===== src/hdl/x87r_pkg.sv =====
// Shared types and constants for the x87 extended-precision rounding core.
// No dependencies; used by the core and by its port checker.
`default_nettype none

package x87r_pkg;

	// Exponent arithmetic: signed, one bit wider than the input for the carry
	typedef logic signed [16:0] exp_t;

	localparam exp_t EXP_TINY        = -17'sd16383;
	localparam exp_t EXP_DENORM      = -17'sd16382;
	localparam exp_t EXP_LIMIT       = 17'sd16384;
	localparam exp_t EXP_BIAS        = 17'sd16383;
	localparam exp_t UNMASKED_ADJUST = 17'(3 * (1 << 13));
	localparam logic [14:0] EXP_SAT  = 15'h7fff;

	// Largest shift that still keeps bits of the significand
	localparam logic [14:0] SHIFT_MAX = 15'd64;

	// Rounding masks and units for each precision
	localparam logic [63:0] TOP_BIT  = 64'h8000_0000_0000_0000;
	localparam logic [63:0] KEEP_53  = 64'hffff_ffff_ffff_f800;
	localparam logic [63:0] UNIT_53  = 64'h0000_0000_0000_0800;
	localparam logic [63:0] KEEP_24  = 64'hffff_ff00_0000_0000;
	localparam logic [63:0] UNIT_24  = 64'h0000_0100_0000_0000;
	localparam logic [63:0] KEEP_64  = 64'hffff_ffff_ffff_ffff;
	localparam logic [63:0] UNIT_64  = 64'h0000_0000_0000_0001;
	localparam logic [10:0] HALF_53  = 11'h400;
	localparam logic [7:0]  HALF_24  = 8'h80;
	localparam logic [31:0] HALF_EXT = 32'h8000_0000;

	// Configuration register indexes
	typedef enum logic [1:0] {
		CFG_PRECISION = 2'd0,
		CFG_ROUNDING  = 2'd1,
		CFG_UFL_MASK  = 2'd2
	} cfg_idx_t;

	typedef enum logic [1:0] {
		PC_24   = 2'd0,
		PC_RSVD = 2'd1,
		PC_53   = 2'd2,
		PC_64   = 2'd3
	} prec_t;

	typedef enum logic [1:0] {
		RND_NEAREST = 2'd0,
		RND_DOWN    = 2'd1,
		RND_UP      = 2'd2,
		RND_CHOP    = 2'd3
	} rnd_t;

	typedef enum logic [1:0] {
		DN_NONE     = 2'd0,
		DN_MASKED   = 2'd1,
		DN_UNMASKED = 2'd2
	} denorm_t;

	typedef enum logic [1:0] {
		LOST_NONE = 2'd0,
		LOST_DN   = 2'd1,
		LOST_UP   = 2'd2
	} lost_t;

	typedef enum logic [1:0] {
		TAG_NORMAL   = 2'd0,
		TAG_NIL      = 2'd1,
		TAG_DENORMAL = 2'd2
	} tag_t;

	// Item after denormalisation
	typedef struct packed {
		logic [63:0] sig;
		logic [31:0] ext;
		exp_t        exp;
		logic        neg;
		denorm_t     denorm;
	} s1_t;

	// Item after rounding
	typedef struct packed {
		logic [63:0] sig;
		exp_t        exp;
		logic        neg;
		denorm_t     denorm;
		lost_t       lost;
	} s2_t;

endpackage

`default_nettype wire


===== src/hdl/x87_extended_round_core.sv =====
// x87 extended-precision rounding core: denormalise, round, finish flags.
// Depends on x87r_pkg (types, masks, codes).
`default_nettype none

//  channel   | handshake                        | payload
//  ----------+----------------------------------+--------------------------------------
//  operand   | operand_valid / operand_stall    | significand_in, extension_in,
//            |                                  | exponent_in, sign_in
//  result    | result_valid / result_stall      | significand_out, exponent_out, sign_out,
//            |                                  | result_tag, rounded_up/down, flags
//  config    | cfg_we, cfg_index, cfg_data      | precision, rounding mode, ufl mask
//
// Three register stages (denormalise, round, flags/output), one item per cycle
// sustained while result_stall is low. The 64-bit rounding add sets the middle stage.
// A stage advances whenever the stage after it is empty or moving, so bubbles
// close up behind a stalled result; operand_stall rises only when all stages
// hold items and result_stall is high. Reset clears valid bits and loads the
// configuration reset values; there is no clearing pass.

module x87_extended_round_core (
	input  wire logic        clk,
	input  wire logic        arst_n,
	input  wire logic        operand_valid,
	output logic             operand_stall,
	input  wire logic [63:0] significand_in,
	input  wire logic [31:0] extension_in,
	input  wire logic [15:0] exponent_in,
	input  wire logic        sign_in,
	output logic             result_valid,
	input  wire logic        result_stall,
	output logic [63:0]      significand_out,
	output logic [14:0]      exponent_out,
	output logic             sign_out,
	output logic [1:0]       result_tag,
	output logic             rounded_up,
	output logic             rounded_down,
	output logic             underflow_flag,
	output logic             overflow_flag,
	input  wire logic        cfg_we,
	input  wire logic [1:0]  cfg_index,
	input  wire logic [1:0]  cfg_data
);

	x87r_pkg::prec_t prec_q;
	x87r_pkg::rnd_t  rnd_q;
	logic            ufl_mask_q;

	logic v1_s1, v2_s2, v3_s3;
	logic adv1, adv2, adv3;

	x87r_pkg::s1_t s1_d, item_s1;
	x87r_pkg::s2_t s2_d, item_s2;

	// Configuration registers
	always_ff @(posedge clk or negedge arst_n) begin
		if (!arst_n) begin
			prec_q     <= x87r_pkg::PC_64;
			rnd_q      <= x87r_pkg::RND_NEAREST;
			ufl_mask_q <= 1'b1;
		end else if (cfg_we) begin
			unique case (x87r_pkg::cfg_idx_t'(cfg_index))
				x87r_pkg::CFG_PRECISION: prec_q     <= x87r_pkg::prec_t'(cfg_data);
				x87r_pkg::CFG_ROUNDING:  rnd_q      <= x87r_pkg::rnd_t'(cfg_data);
				x87r_pkg::CFG_UFL_MASK:  ufl_mask_q <= cfg_data[0];
				default: ;
			endcase
		end
	end

	// Advance a stage when the next one is empty or moving on
	assign adv3          = !v3_s3 || !result_stall;
	assign adv2          = !v2_s2 || adv3;
	assign adv1          = !v1_s1 || adv2;
	assign operand_stall = !adv1;

	// Stage 1: denormalise tiny values with a sticky extension
	x87r_pkg::exp_t e_in;
	x87r_pkg::exp_t shift_full;
	logic [14:0]    shift_amt;
	logic [95:0]    wide_shifted;
	logic           tiny;
	logic           sticky;

	always_comb begin
		e_in         = x87r_pkg::exp_t'($signed(exponent_in));
		tiny         = e_in <= x87r_pkg::EXP_TINY;
		shift_full   = x87r_pkg::EXP_DENORM - e_in;
		shift_amt    = shift_full[14:0];
		wide_shifted = {significand_in, extension_in} >> shift_amt[6:0];
		// wide shifts fold the extension and only the low significand word into the sticky bit
		sticky       = (shift_amt > 15'd32) ? ((extension_in | significand_in[31:0]) != '0)
		                                    : (extension_in != '0);

		s1_d.sig    = significand_in;
		s1_d.ext    = extension_in;
		s1_d.exp    = e_in;
		s1_d.neg    = sign_in;
		s1_d.denorm = x87r_pkg::DN_NONE;
		if (tiny) begin
			if (ufl_mask_q) begin
				s1_d.denorm = x87r_pkg::DN_MASKED;
				s1_d.exp    = x87r_pkg::EXP_DENORM;
				if (shift_amt > x87r_pkg::SHIFT_MAX) begin
					s1_d.sig = '0;
					s1_d.ext = 32'd1;
				end else begin
					s1_d.sig = wide_shifted[95:32];
					s1_d.ext = wide_shifted[31:0] | {31'd0, sticky};
				end
			end else begin
				s1_d.denorm = x87r_pkg::DN_UNMASKED;
			end
		end
	end

	always_ff @(posedge clk or negedge arst_n) begin
		if (!arst_n) begin
			v1_s1 <= 1'b0;
		end else if (adv1) begin
			v1_s1 <= operand_valid;
		end
	end

	always_ff @(posedge clk) begin
		if (adv1 && operand_valid) begin
			item_s1 <= s1_d;
		end
	end

	// Stage 2: round to the selected precision
	logic [63:0] keep_mask, unit;
	logic        lost_any, above_half, at_half, lsb_odd, want_up;
	logic [64:0] sum;

	always_comb begin
		case (prec_q)
			x87r_pkg::PC_53: begin
				lost_any   = (item_s1.ext != '0) || (item_s1.sig[10:0] != '0);
				above_half = (item_s1.sig[10:0] > x87r_pkg::HALF_53) ||
				             ((item_s1.sig[10:0] == x87r_pkg::HALF_53) && (item_s1.ext != '0));
				at_half    = (item_s1.sig[10:0] == x87r_pkg::HALF_53) && (item_s1.ext == '0);
				lsb_odd    = item_s1.sig[11];
				keep_mask  = x87r_pkg::KEEP_53;
				unit       = x87r_pkg::UNIT_53;
			end
			x87r_pkg::PC_24: begin
				lost_any   = (item_s1.sig[39:0] != '0) || (item_s1.ext != '0);
				above_half = (item_s1.sig[39:32] > x87r_pkg::HALF_24) ||
				             ((item_s1.sig[39:32] == x87r_pkg::HALF_24) &&
				              ((item_s1.sig[31:0] != '0) || (item_s1.ext != '0)));
				at_half    = (item_s1.sig[39:32] == x87r_pkg::HALF_24) &&
				             (item_s1.sig[31:0] == '0) && (item_s1.ext == '0);
				lsb_odd    = item_s1.sig[40];
				keep_mask  = x87r_pkg::KEEP_24;
				unit       = x87r_pkg::UNIT_24;
			end
			default: begin
				lost_any   = item_s1.ext != '0;
				above_half = item_s1.ext > x87r_pkg::HALF_EXT;
				at_half    = item_s1.ext == x87r_pkg::HALF_EXT;
				lsb_odd    = item_s1.sig[0];
				keep_mask  = x87r_pkg::KEEP_64;
				unit       = x87r_pkg::UNIT_64;
			end
		endcase

		case (rnd_q)
			x87r_pkg::RND_NEAREST: want_up = above_half || (at_half && lsb_odd);
			x87r_pkg::RND_DOWN:    want_up = item_s1.neg;
			x87r_pkg::RND_UP:      want_up = !item_s1.neg;
			default:               want_up = 1'b0;
		endcase

		sum = {1'b0, item_s1.sig & keep_mask} + {1'b0, unit};

		s2_d.sig    = item_s1.sig;
		s2_d.exp    = item_s1.exp;
		s2_d.neg    = item_s1.neg;
		s2_d.denorm = item_s1.denorm;
		s2_d.lost   = x87r_pkg::LOST_NONE;
		if (lost_any) begin
			if (want_up) begin
				s2_d.lost = x87r_pkg::LOST_UP;
				// carry out renormalises to the top bit and bumps the exponent
				if (sum[64]) begin
					s2_d.sig = x87r_pkg::TOP_BIT;
					s2_d.exp = item_s1.exp + 17'sd1;
				end else begin
					s2_d.sig = sum[63:0];
				end
			end else begin
				s2_d.lost = x87r_pkg::LOST_DN;
				s2_d.sig  = item_s1.sig & keep_mask;
			end
		end
	end

	always_ff @(posedge clk or negedge arst_n) begin
		if (!arst_n) begin
			v2_s2 <= 1'b0;
		end else if (adv2) begin
			v2_s2 <= v1_s1;
		end
	end

	always_ff @(posedge clk) begin
		if (adv2 && v1_s1) begin
			item_s2 <= s2_d;
		end
	end

	// Stage 3: tiny handling, flags and biased exponent
	x87r_pkg::exp_t  e_fin, e_biased;
	x87r_pkg::lost_t lost_fin;
	x87r_pkg::tag_t  tag_fin;
	logic            ufl_fin, dn_fin, ovf_fin;
	logic [14:0]     eout_fin;

	always_comb begin
		e_fin    = item_s2.exp;
		lost_fin = item_s2.lost;
		tag_fin  = x87r_pkg::TAG_NORMAL;
		ufl_fin  = 1'b0;
		dn_fin   = 1'b0;
		case (item_s2.denorm)
			x87r_pkg::DN_UNMASKED: begin
				if (item_s2.exp <= x87r_pkg::EXP_TINY) begin
					e_fin   = item_s2.exp + x87r_pkg::UNMASKED_ADJUST;
					ufl_fin = 1'b1;
				end
			end
			x87r_pkg::DN_MASKED: begin
				if (item_s2.sig == '0) begin
					// rounded away to zero
					dn_fin   = 1'b1;
					ufl_fin  = 1'b1;
					e_fin    = x87r_pkg::EXP_TINY;
					tag_fin  = x87r_pkg::TAG_NIL;
					lost_fin = x87r_pkg::LOST_NONE;
				end else if (!item_s2.sig[63]) begin
					e_fin   = item_s2.exp - 17'sd1;
					ufl_fin = item_s2.lost != x87r_pkg::LOST_NONE;
					tag_fin = x87r_pkg::TAG_DENORMAL;
				end
			end
			default: ;
		endcase

		ovf_fin  = e_fin >= x87r_pkg::EXP_LIMIT;
		e_biased = e_fin + x87r_pkg::EXP_BIAS;
		eout_fin = ovf_fin ? x87r_pkg::EXP_SAT : e_biased[14:0];
	end

	always_ff @(posedge clk or negedge arst_n) begin
		if (!arst_n) begin
			v3_s3 <= 1'b0;
		end else if (adv3) begin
			v3_s3 <= v2_s2;
		end
	end

	always_ff @(posedge clk) begin
		if (adv3 && v2_s2) begin
			significand_out <= item_s2.sig;
			exponent_out    <= eout_fin;
			sign_out        <= item_s2.neg;
			result_tag      <= tag_fin;
			rounded_up      <= lost_fin == x87r_pkg::LOST_UP;
			rounded_down    <= dn_fin || (lost_fin == x87r_pkg::LOST_DN);
			underflow_flag  <= ufl_fin;
			overflow_flag   <= ovf_fin;
		end
	end

	assign result_valid = v3_s3;

endmodule

`default_nettype wire


===== config.mk =====
export PLATFORM = sky130hd
export DESIGN_NAME = x87_extended_round_core
export DESIGN_NICKNAME = d
export VERILOG_FILES = /design/src/hdl/x87r_pkg.sv /design/src/hdl/x87_extended_round_core.sv
export SDC_FILE = /design/constraint.sdc
export NUM_CORES = 1
export LEC_CHECK = 0
export BUFFER_PORTS_ARGS = -buffer_cell sky130_fd_sc_hd__buf_2
export CORE_MARGIN = 1
export CORE_UTILIZATION = 45
export CTS_CLUSTER_SIZE = 28
export DETAILED_ROUTE_END_ITERATION = 16
export PLACE_DENSITY = 0.76
export SLEW_MARGIN = 20
export SYNTH_ARGS = -nofsm -noshare
export SYNTH_HDL_FRONTEND = slang
export SYNTH_SLANG_ARGS = --single-unit

===== constraint.sdc =====
create_clock -name clk -period 7.1 [get_ports clk]
set_input_delay 1.42 -clock clk [delete_from_list [all_inputs] [get_ports clk]]
set_output_delay 1.42 -clock clk [all_outputs]
set_load 0.005 [all_outputs]

==> impl_metrics.toml, run 1 <==
[outcome]
status = "complete, no violations"

[worst_setup_path]
crit_chain = "buf_4, buf_4, ha_1, or4_1, nor2_1, xor2_4, buf_4, a31o_2, nand3_4, nor3_2, o311a_1, a21oi_1"
path_class = "input port to register"
arrival_ns = 5.66
cpLargestDelayFamily = "simple AND/OR/NAND/NOR gates"
reg2reg_depth = 12
worstPathMaxFanout = 48
crit_path_end_kind = "register"
startpoint_type = "input port"
cp_slowest_stage_delay_ns = 0.66
worst-path-stages = 12
required_ns = 7.40
worst_path_most_repeated_cell = "buf_4"
crit_buf_inv = 3
cpMaxStageDelayCell = "xor2_4"

[sta]
rsz0062_at_grt = "no"
slew_violations = 0
worst_pin_slew_ns = 1.07
min_period_ns = 5.36
max_freq_mhz = 186
fin_tns_setup_ns = 0
finalSetupViolCount = 0
clock-skew-final_ns = 0.0167
period_share = 0.755
final_hold_viol_count = 0
slew_headroom = 0.287

[power_and_ir_drop]
powerDensity_nw_per_um2 = 241
p_leak_nw = 8.69
p_int_mw = 3.74
p_sw_mw = 2.00
p_sw_frac = 0.348
clkPwrFrac = 0.291
p_seq_frac = 0.404
p_comb_frac = 0.305
total_power_mw = 5.74
ir_drop_uv = 202

[final_layout]
multi_input_area_um2 = 11700
drive_gt1_frac = 0.231
nNetsFinal = 2363
stdcell_count = 2856
area_growth_pct = 12.5
final-seq-area_um2 = 8820
nFillCells = 4174

[logic_synthesis]
async_reset_ff_frac = 0.0271
synth_common_cells = "edfxtp_1 (287), nand2_1 (245), nor2_1 (194)"
ys_seq_elements = 295
synth_area_um2 = 21200
yosysTopAreaCellShare = 0.407
synth.avg_cell_area_um2 = 10.1
yosysMostFrequentCell = "edfxtp_1"
synth.area.top_cells = "edfxtp_1 (41%), mux4_2 (9.7%), nand2_1 (4.3%), mux2_2 (4.3%), mux2i_1 (4.0%)"
yosysWarningCount = 0
synth_edf_count = 287
ys_types = 98
yosysSeqAreaShare = 0.417
yosysTopAreaCell = "edfxtp_1"
synth_nets = 2226
synth_cells = 2086
ys.flop_type = "edfxtp_1"

[floorplanning]
core_area_um2 = 46500
dieWidth_um = 219
io_pins = 210
die_h_um = 219
initial_utilization = 0.456
num_rows = 79
die_area_um2 = 47900

[routing]
vias_per_cell = 6.71
wirelength_mm = 77.5
drtIter0Drc = 2580
first_pass_iters = 6
detail-route-antenna-nets = 0
drc = 0
wire_per_inst_um = 27.1
vias = 19157

[cts]
clock_path_buffers = 3
ctsResizeCount = 0
numClockSinks = 295
cts_max_level = 2
cts_tree = "done"
cts-root-buf = "clkbuf_16"
numCtsBuffers = 34
cts_setup_buffers = 0
holdBufCountCts = 0
cts.clk_slew.worst_paths_ns = 0.06
clk_latency_ns = 0.55

[global_routing]
grt_pass1_wl_mm = 113
grt_max_degree = 86
gr-total-overflow = 0
antenna_found_initial = 4
grt_pass1_vias = 17394
track_usage = 0.318

[place]
dp_hpwl_mm = 57.5
dpl.cell_count = 2794
routabilityCongestion = 1.05
portBuffers = 209

[hold_path]
min_path_cells = 0
min_path_type = "register to register"

[flow_run]
maxCapViolations = 0
## registers in the layout (all words and copies together) (netlist names)
signal and cells:
overflow_flag 1, item_s1 115, v2_s2 1, rounded_down 1
v1_s1 1, result_valid 1, rounded_up 1, item_s2 86
exponent_out 15, prec_q 2, underflow_flag 1, result_tag 2
ufl_mask_q 1, sign_out 1, significand_out 64, rnd_q 2
## through the flow
stage	utilization	area, um^2	setup WS (ns)	hold slack, ns
after floorplan	-	21200	1.05	0.400
after global placement	0.490	22800	1.30	0.405
after detailed placement	0.490	22800	1.24	0.405
after CTS	0.512	23800	1.80	0.424
after global routing	0.512	23800	1.63	0.441
final	0.512	23800	1.74	0.425
## cells by family (layout without fill, tap and decap cells)
group           after synthesis  in the layout  share of synthesized area
simple gates                771            771                      0.181
compound gates              526            526                      0.157
flops                       295            295                      0.417
mux                         257            257                      0.180
buf+inv                     178            340                     0.0368
xor+xnor                     41             41                     0.0173
fa+ha+maj                    18             18                     0.0106
other cells                   0              1                          0
## final timing paths
kind | startpoint | endpoint | slack (ns)
setup / recovery | exponent_in[0] | item_s1[20]$_DFFE_PP_ | 1.74
hold / removal | item_s1[0]$_SDFFCE_PP0P_ | item_s2[2]$_DFFE_PP_ | 0.43
setup reg to reg | prec_q[0]$_DFFE_PN1P_ | item_s2[42]$_DFFE_PP_ | 2.39
hold reg to reg | item_s1[0]$_SDFFCE_PP0P_ | item_s2[2]$_DFFE_PP_ | 0.43
max in group asynchronous | arst_n | prec_q[1]$_DFFE_PN1P_ | 6.05
min in group asynchronous | arst_n | result_valid$_DFFE_PN0P_ | 0.76
## layout by cell type (no fill, tap or decap), drive strengths merged, types with 17 or more instances in the layout
master and n:
a31oi 30, buf 246, mux2 81, inv 33, ha 18, a21oi 117
and3 18, clkinv 18, nor3 46, mux4 91, nor2 195, nand3 53
nand2 248, edfxtp 287, a22o 27, o21ai 193, o211ai 18, mux2i 85
xor2 19, clkbuf 42, nand4 38, xnor2 22, nor4 67, and2 28
o31ai 17
## final cells by class
cell class / instances / area share
Sequential cell: 295 / 0.371
Clock buffer: 42 / 0.0379
Tap cell: 607 / 0.0319
Clock inverter: 19 / 0.00594
Timing Repair Buffer: 246 / 0.0573
Inverter: 33 / 0.00520
Multi-Input combinational cell: 1613 / 0.491
Antenna cell: 1 / 0.000105
## per-layer routing
layer | share of wire | GRT usage | up-vias
met3 | 0.10 | 0.0518 | 212
li1 | - | - | 8370
met4 | 0.049 | 0.143 | 2
met1 | 0.40 | 0.439 | 9245
met5 | 0.00017 | 0 | -
met2 | 0.45 | 0.490 | 1328
## power groups by stage
stage | sequential [mW] | clock (mW) | combinational [mW]
3_3_place_gp | 2.34 | 0 | 1.68
5_1_grt | 2.34 | 1.75 | 1.84
6_report | 2.32 | 1.67 | 1.75
2_1_floorplan | 2.31 | 0 | 1.08
4_1_cts | 2.32 | 1.69 | 1.69
3_5_place_dp | 2.35 | 0 | 1.68
Power figures use the tool's default switching activity.
==> inputs of run 2 (changes only) <==
ABC_AREA = 1   (was unset)
PLACE_DENSITY = 0.73   (was 0.76)
clock period = 5.6 ns   (was 7.1 ns; I/O delays follow)
==> impl_metrics.toml, run 2 <==
[sta]
finalSetupViolCount = 0
min_period_ns = 4.06
fin_tns_setup_ns = 0
clock-skew-final_ns = 0.0202
final_hold_viol_count = 0
slew_violations = 0
worst_pin_slew_ns = 1.08
max_freq_mhz = 247
period_share = 0.724
rsz0062_at_grt = "no"
slew_headroom = 0.276

[logic_synthesis]
ys_seq_elements = 295
synth_xor_area_frac = 0.0225
synthMuxAreaShare = 0.00286
synthAdderAreaFrac = 0.00919
synth_common_cells = "nand2_1 (1351), nand3_1 (423), nor2_1 (346)"
yosysMostFrequentCell = "nand2_1"
yosysSeqAreaShare = 0.360
yosysWarningCount = 0
synth_cells = 3734
synth_area_um2 = 24500
synth_top_family_by_area = "simple AND/OR/NAND/NOR gates"
synth_edf_count = 287
synth_compound_area_frac = 0.118
yosysTopAreaCell = "edfxtp_1"
synth_nets = 3874
synth-simple-area-share = 0.404
ys_types = 46
synth.area.top_cells = "edfxtp_1 (35%), nand2_1 (21%), nand3_1 (8.6%), o21ai_0 (5.6%), nor2_1 (5.3%)"
yosysTopAreaCellShare = 0.352
async_reset_ff_frac = 0.0271
ys.flop_type = "edfxtp_1"
synth.avg_cell_area_um2 = 6.56

[global_routing]
gr-total-overflow = 0
grt_pass1_vias = 23843
grt_max_degree = 173
track_usage = 0.351
antenna_found_initial = 0
grt_pass1_wl_mm = 147

[final_layout]
nFillCells = 5594
fin_area_um2 = 27200
drive_gt1_frac = 0.102
final_cell_mix = "nand2_1 (1347), nand3_1 (423), nor2_1 (344)"
largest_registers = "item_s1: 115 flops, item_s2: 86 flops, significand_out: 64 flops"
nNetsFinal = 3965
largest_reg_flops = 115
area_growth_pct = 11.1
finalCoreUtilization = 0.506
regMostFlops = "item_s1"
diodes = 0
final_common_cell = "nand2_1"

[routing]
met3_wirelength_mm = 8.71
highest_layer = "met4"
wire_per_inst_um = 21.8
vias = 26654
wl_met2_mm = 44.7
drc = 0
wirelength_mm = 99.0
first_pass_iters = 9
vias_per_cell = 5.86
detail-route-antenna-nets = 0
drtIter0Drc = 3569
drt-met1-wl_mm = 38.9

[cts]
clock_path_buffers = 3
holdBufCountCts = 0
cts_max_level = 2
ctsResizeCount = 0
numClockSinks = 295
numCtsBuffers = 34
cts_tree = "done"
cts_setup_buffers = 0
cts.clk_slew.worst_paths_ns = 0.07
clk_latency_ns = 0.56
cts-root-buf = "clkbuf_16"

[floorplanning]
dieWidth_um = 235
die_area_um2 = 55400
initial_utilization = 0.455
core_area_um2 = 53800
num_rows = 85
die_h_um = 235
io_pins = 210

[worst_setup_path]
worstPathMaxFanout = 18
r2r_slack_ns = 1.54
cpMaxStageDelayCell = "dfstp_2"
crit_chain = "inv_1, nand2_1, nand2_1, nor2_1, nand3_1, inv_1, nand2_1, nor2_1, nand3_1, nand2_1, nand3_1, nor2_1, inv_1, nand2_1, o21ai_0"
reg2reg_depth = 15
rr_startpoint = "prec_q[0]$_DFFE_PN1P_"
crit_path_end_kind = "register"
worst_path_most_repeated_cell = "nand2_1"
cp_slowest_stage_delay_ns = 0.79
arrival_ns = 4.32
path_class = "register to register"
required_ns = 5.86
startpoint_type = "register"
rr_endpoint = "item_s2[33]$_DFFE_PP_"

[power_and_ir_drop]
p_leak_nw = 12.1
total_power_mw = 7.91
powerDensity_nw_per_um2 = 291
ir_drop_uv = 181

[hold_path]
min_path_type = "input port to asynchronous set/reset pin"

[place]
portBuffers = 209
dp_hpwl_mm = 76.2
routabilityCongestion = 1.07
dpl_cell_area_um2 = 26100

[outcome]
status = "complete, no violations"

[flow_run]
maxCapViolations = 0
==> run 2: cell types whose count changed after synthesis, sizes merged, moves of 36 or more <==
cell,delta
clkbuf,+36
nand4,+36
a21oi,-99
nor4,-48
inv,+285
nor2,+162
mux2i,-78
o21ai,+99
o211ai,+106
nand2,+1103
mux4,-91
mux2,-81
nand3,+370
==> run 2: critical path, delay by kind of cell (launching register included) <==
family                 cells  cell delay (ns)
buffers and inverters      3             0.37
AO/OA/AOI/OAI              1             0.20
AND/OR/NAND/NOR           11             2.37
flip-flops                 1             0.79
==> run 2: power breakdown <==
group / switching (mW) / total [mW] / internal (mW)
registers: 0.198 / 3.03 / 2.83
logic: 1.81 / 2.55 / 0.731
clock network: 0.937 / 2.34 / 1.40
total: 2.95 / 7.91 / 4.96
==> run 2: routing by layer <==
| metal | GRT usage | vias up |
|---|---|---|
| met1 | 0.454 | 12167 |
| met5 | 0 | - |
| met2 | 0.560 | 1509 |
| met4 | 0.202 | 0 |
| li1 | - | 12634 |
| met3 | 0.0532 | 344 |
==> run 2: area by class of cell <==
cell class / instances / area, um^2 / share of cell area
multi-input combinational: 2924 / 13700 / 0.503
tap: 696 / 871 / 0.0320
inverter: 315 / 1180 / 0.0435
clock inverter: 20 / 277 / 0.0102
sequential: 295 / 8820 / 0.324
timing repair buffer: 255 / 1490 / 0.0549
clock buffer: 40 / 873 / 0.0321
==> run 2: worst max path at each step <==
stage                                     endpoint  depth (start not counted)                  start  slack [ns]
after floorplan           item_s1[0]$_SDFFCE_PP0P_                          5           result_stall        0.80
after global placement       item_s1[36]$_DFFE_PP_                         11         exponent_in[0]        1.41
after detailed placement     item_s1[36]$_DFFE_PP_                         11         exponent_in[0]        1.43
after CTS                    item_s2[33]$_DFFE_PP_                         15  prec_q[0]$_DFFE_PN1P_        1.66
after global routing         item_s2[33]$_DFFE_PP_                         14  prec_q[0]$_DFFE_PN1P_        1.39
final                        item_s2[33]$_DFFE_PP_                         15  prec_q[0]$_DFFE_PN1P_        1.54
==> run 2: kinds of logic after synthesis <==
| group | after synthesis |
|---|---|
| AOI/OAI and AO/OA | 495 |
| xor gates and xnor gates | 62 |
| adders and majority gates | 18 |
| buffers and inverters | 515 |
| DFF | 295 |
| muxes | 7 |
| and+or+nand+nor | 2342 |
==> run 2: per-stage QoR <==
step | instances | setup WS, ns | hold WS [ns]
after floorplan | 3734 | 0.799 | 0.400
after global placement | 4485 | 1.41 | 0.405
after detailed placement | 4485 | 1.43 | 0.407
after CTS | 4545 | 1.66 | 0.389
after global routing | 4545 | 1.39 | 0.398
final | 4545 | 1.54 | 0.401
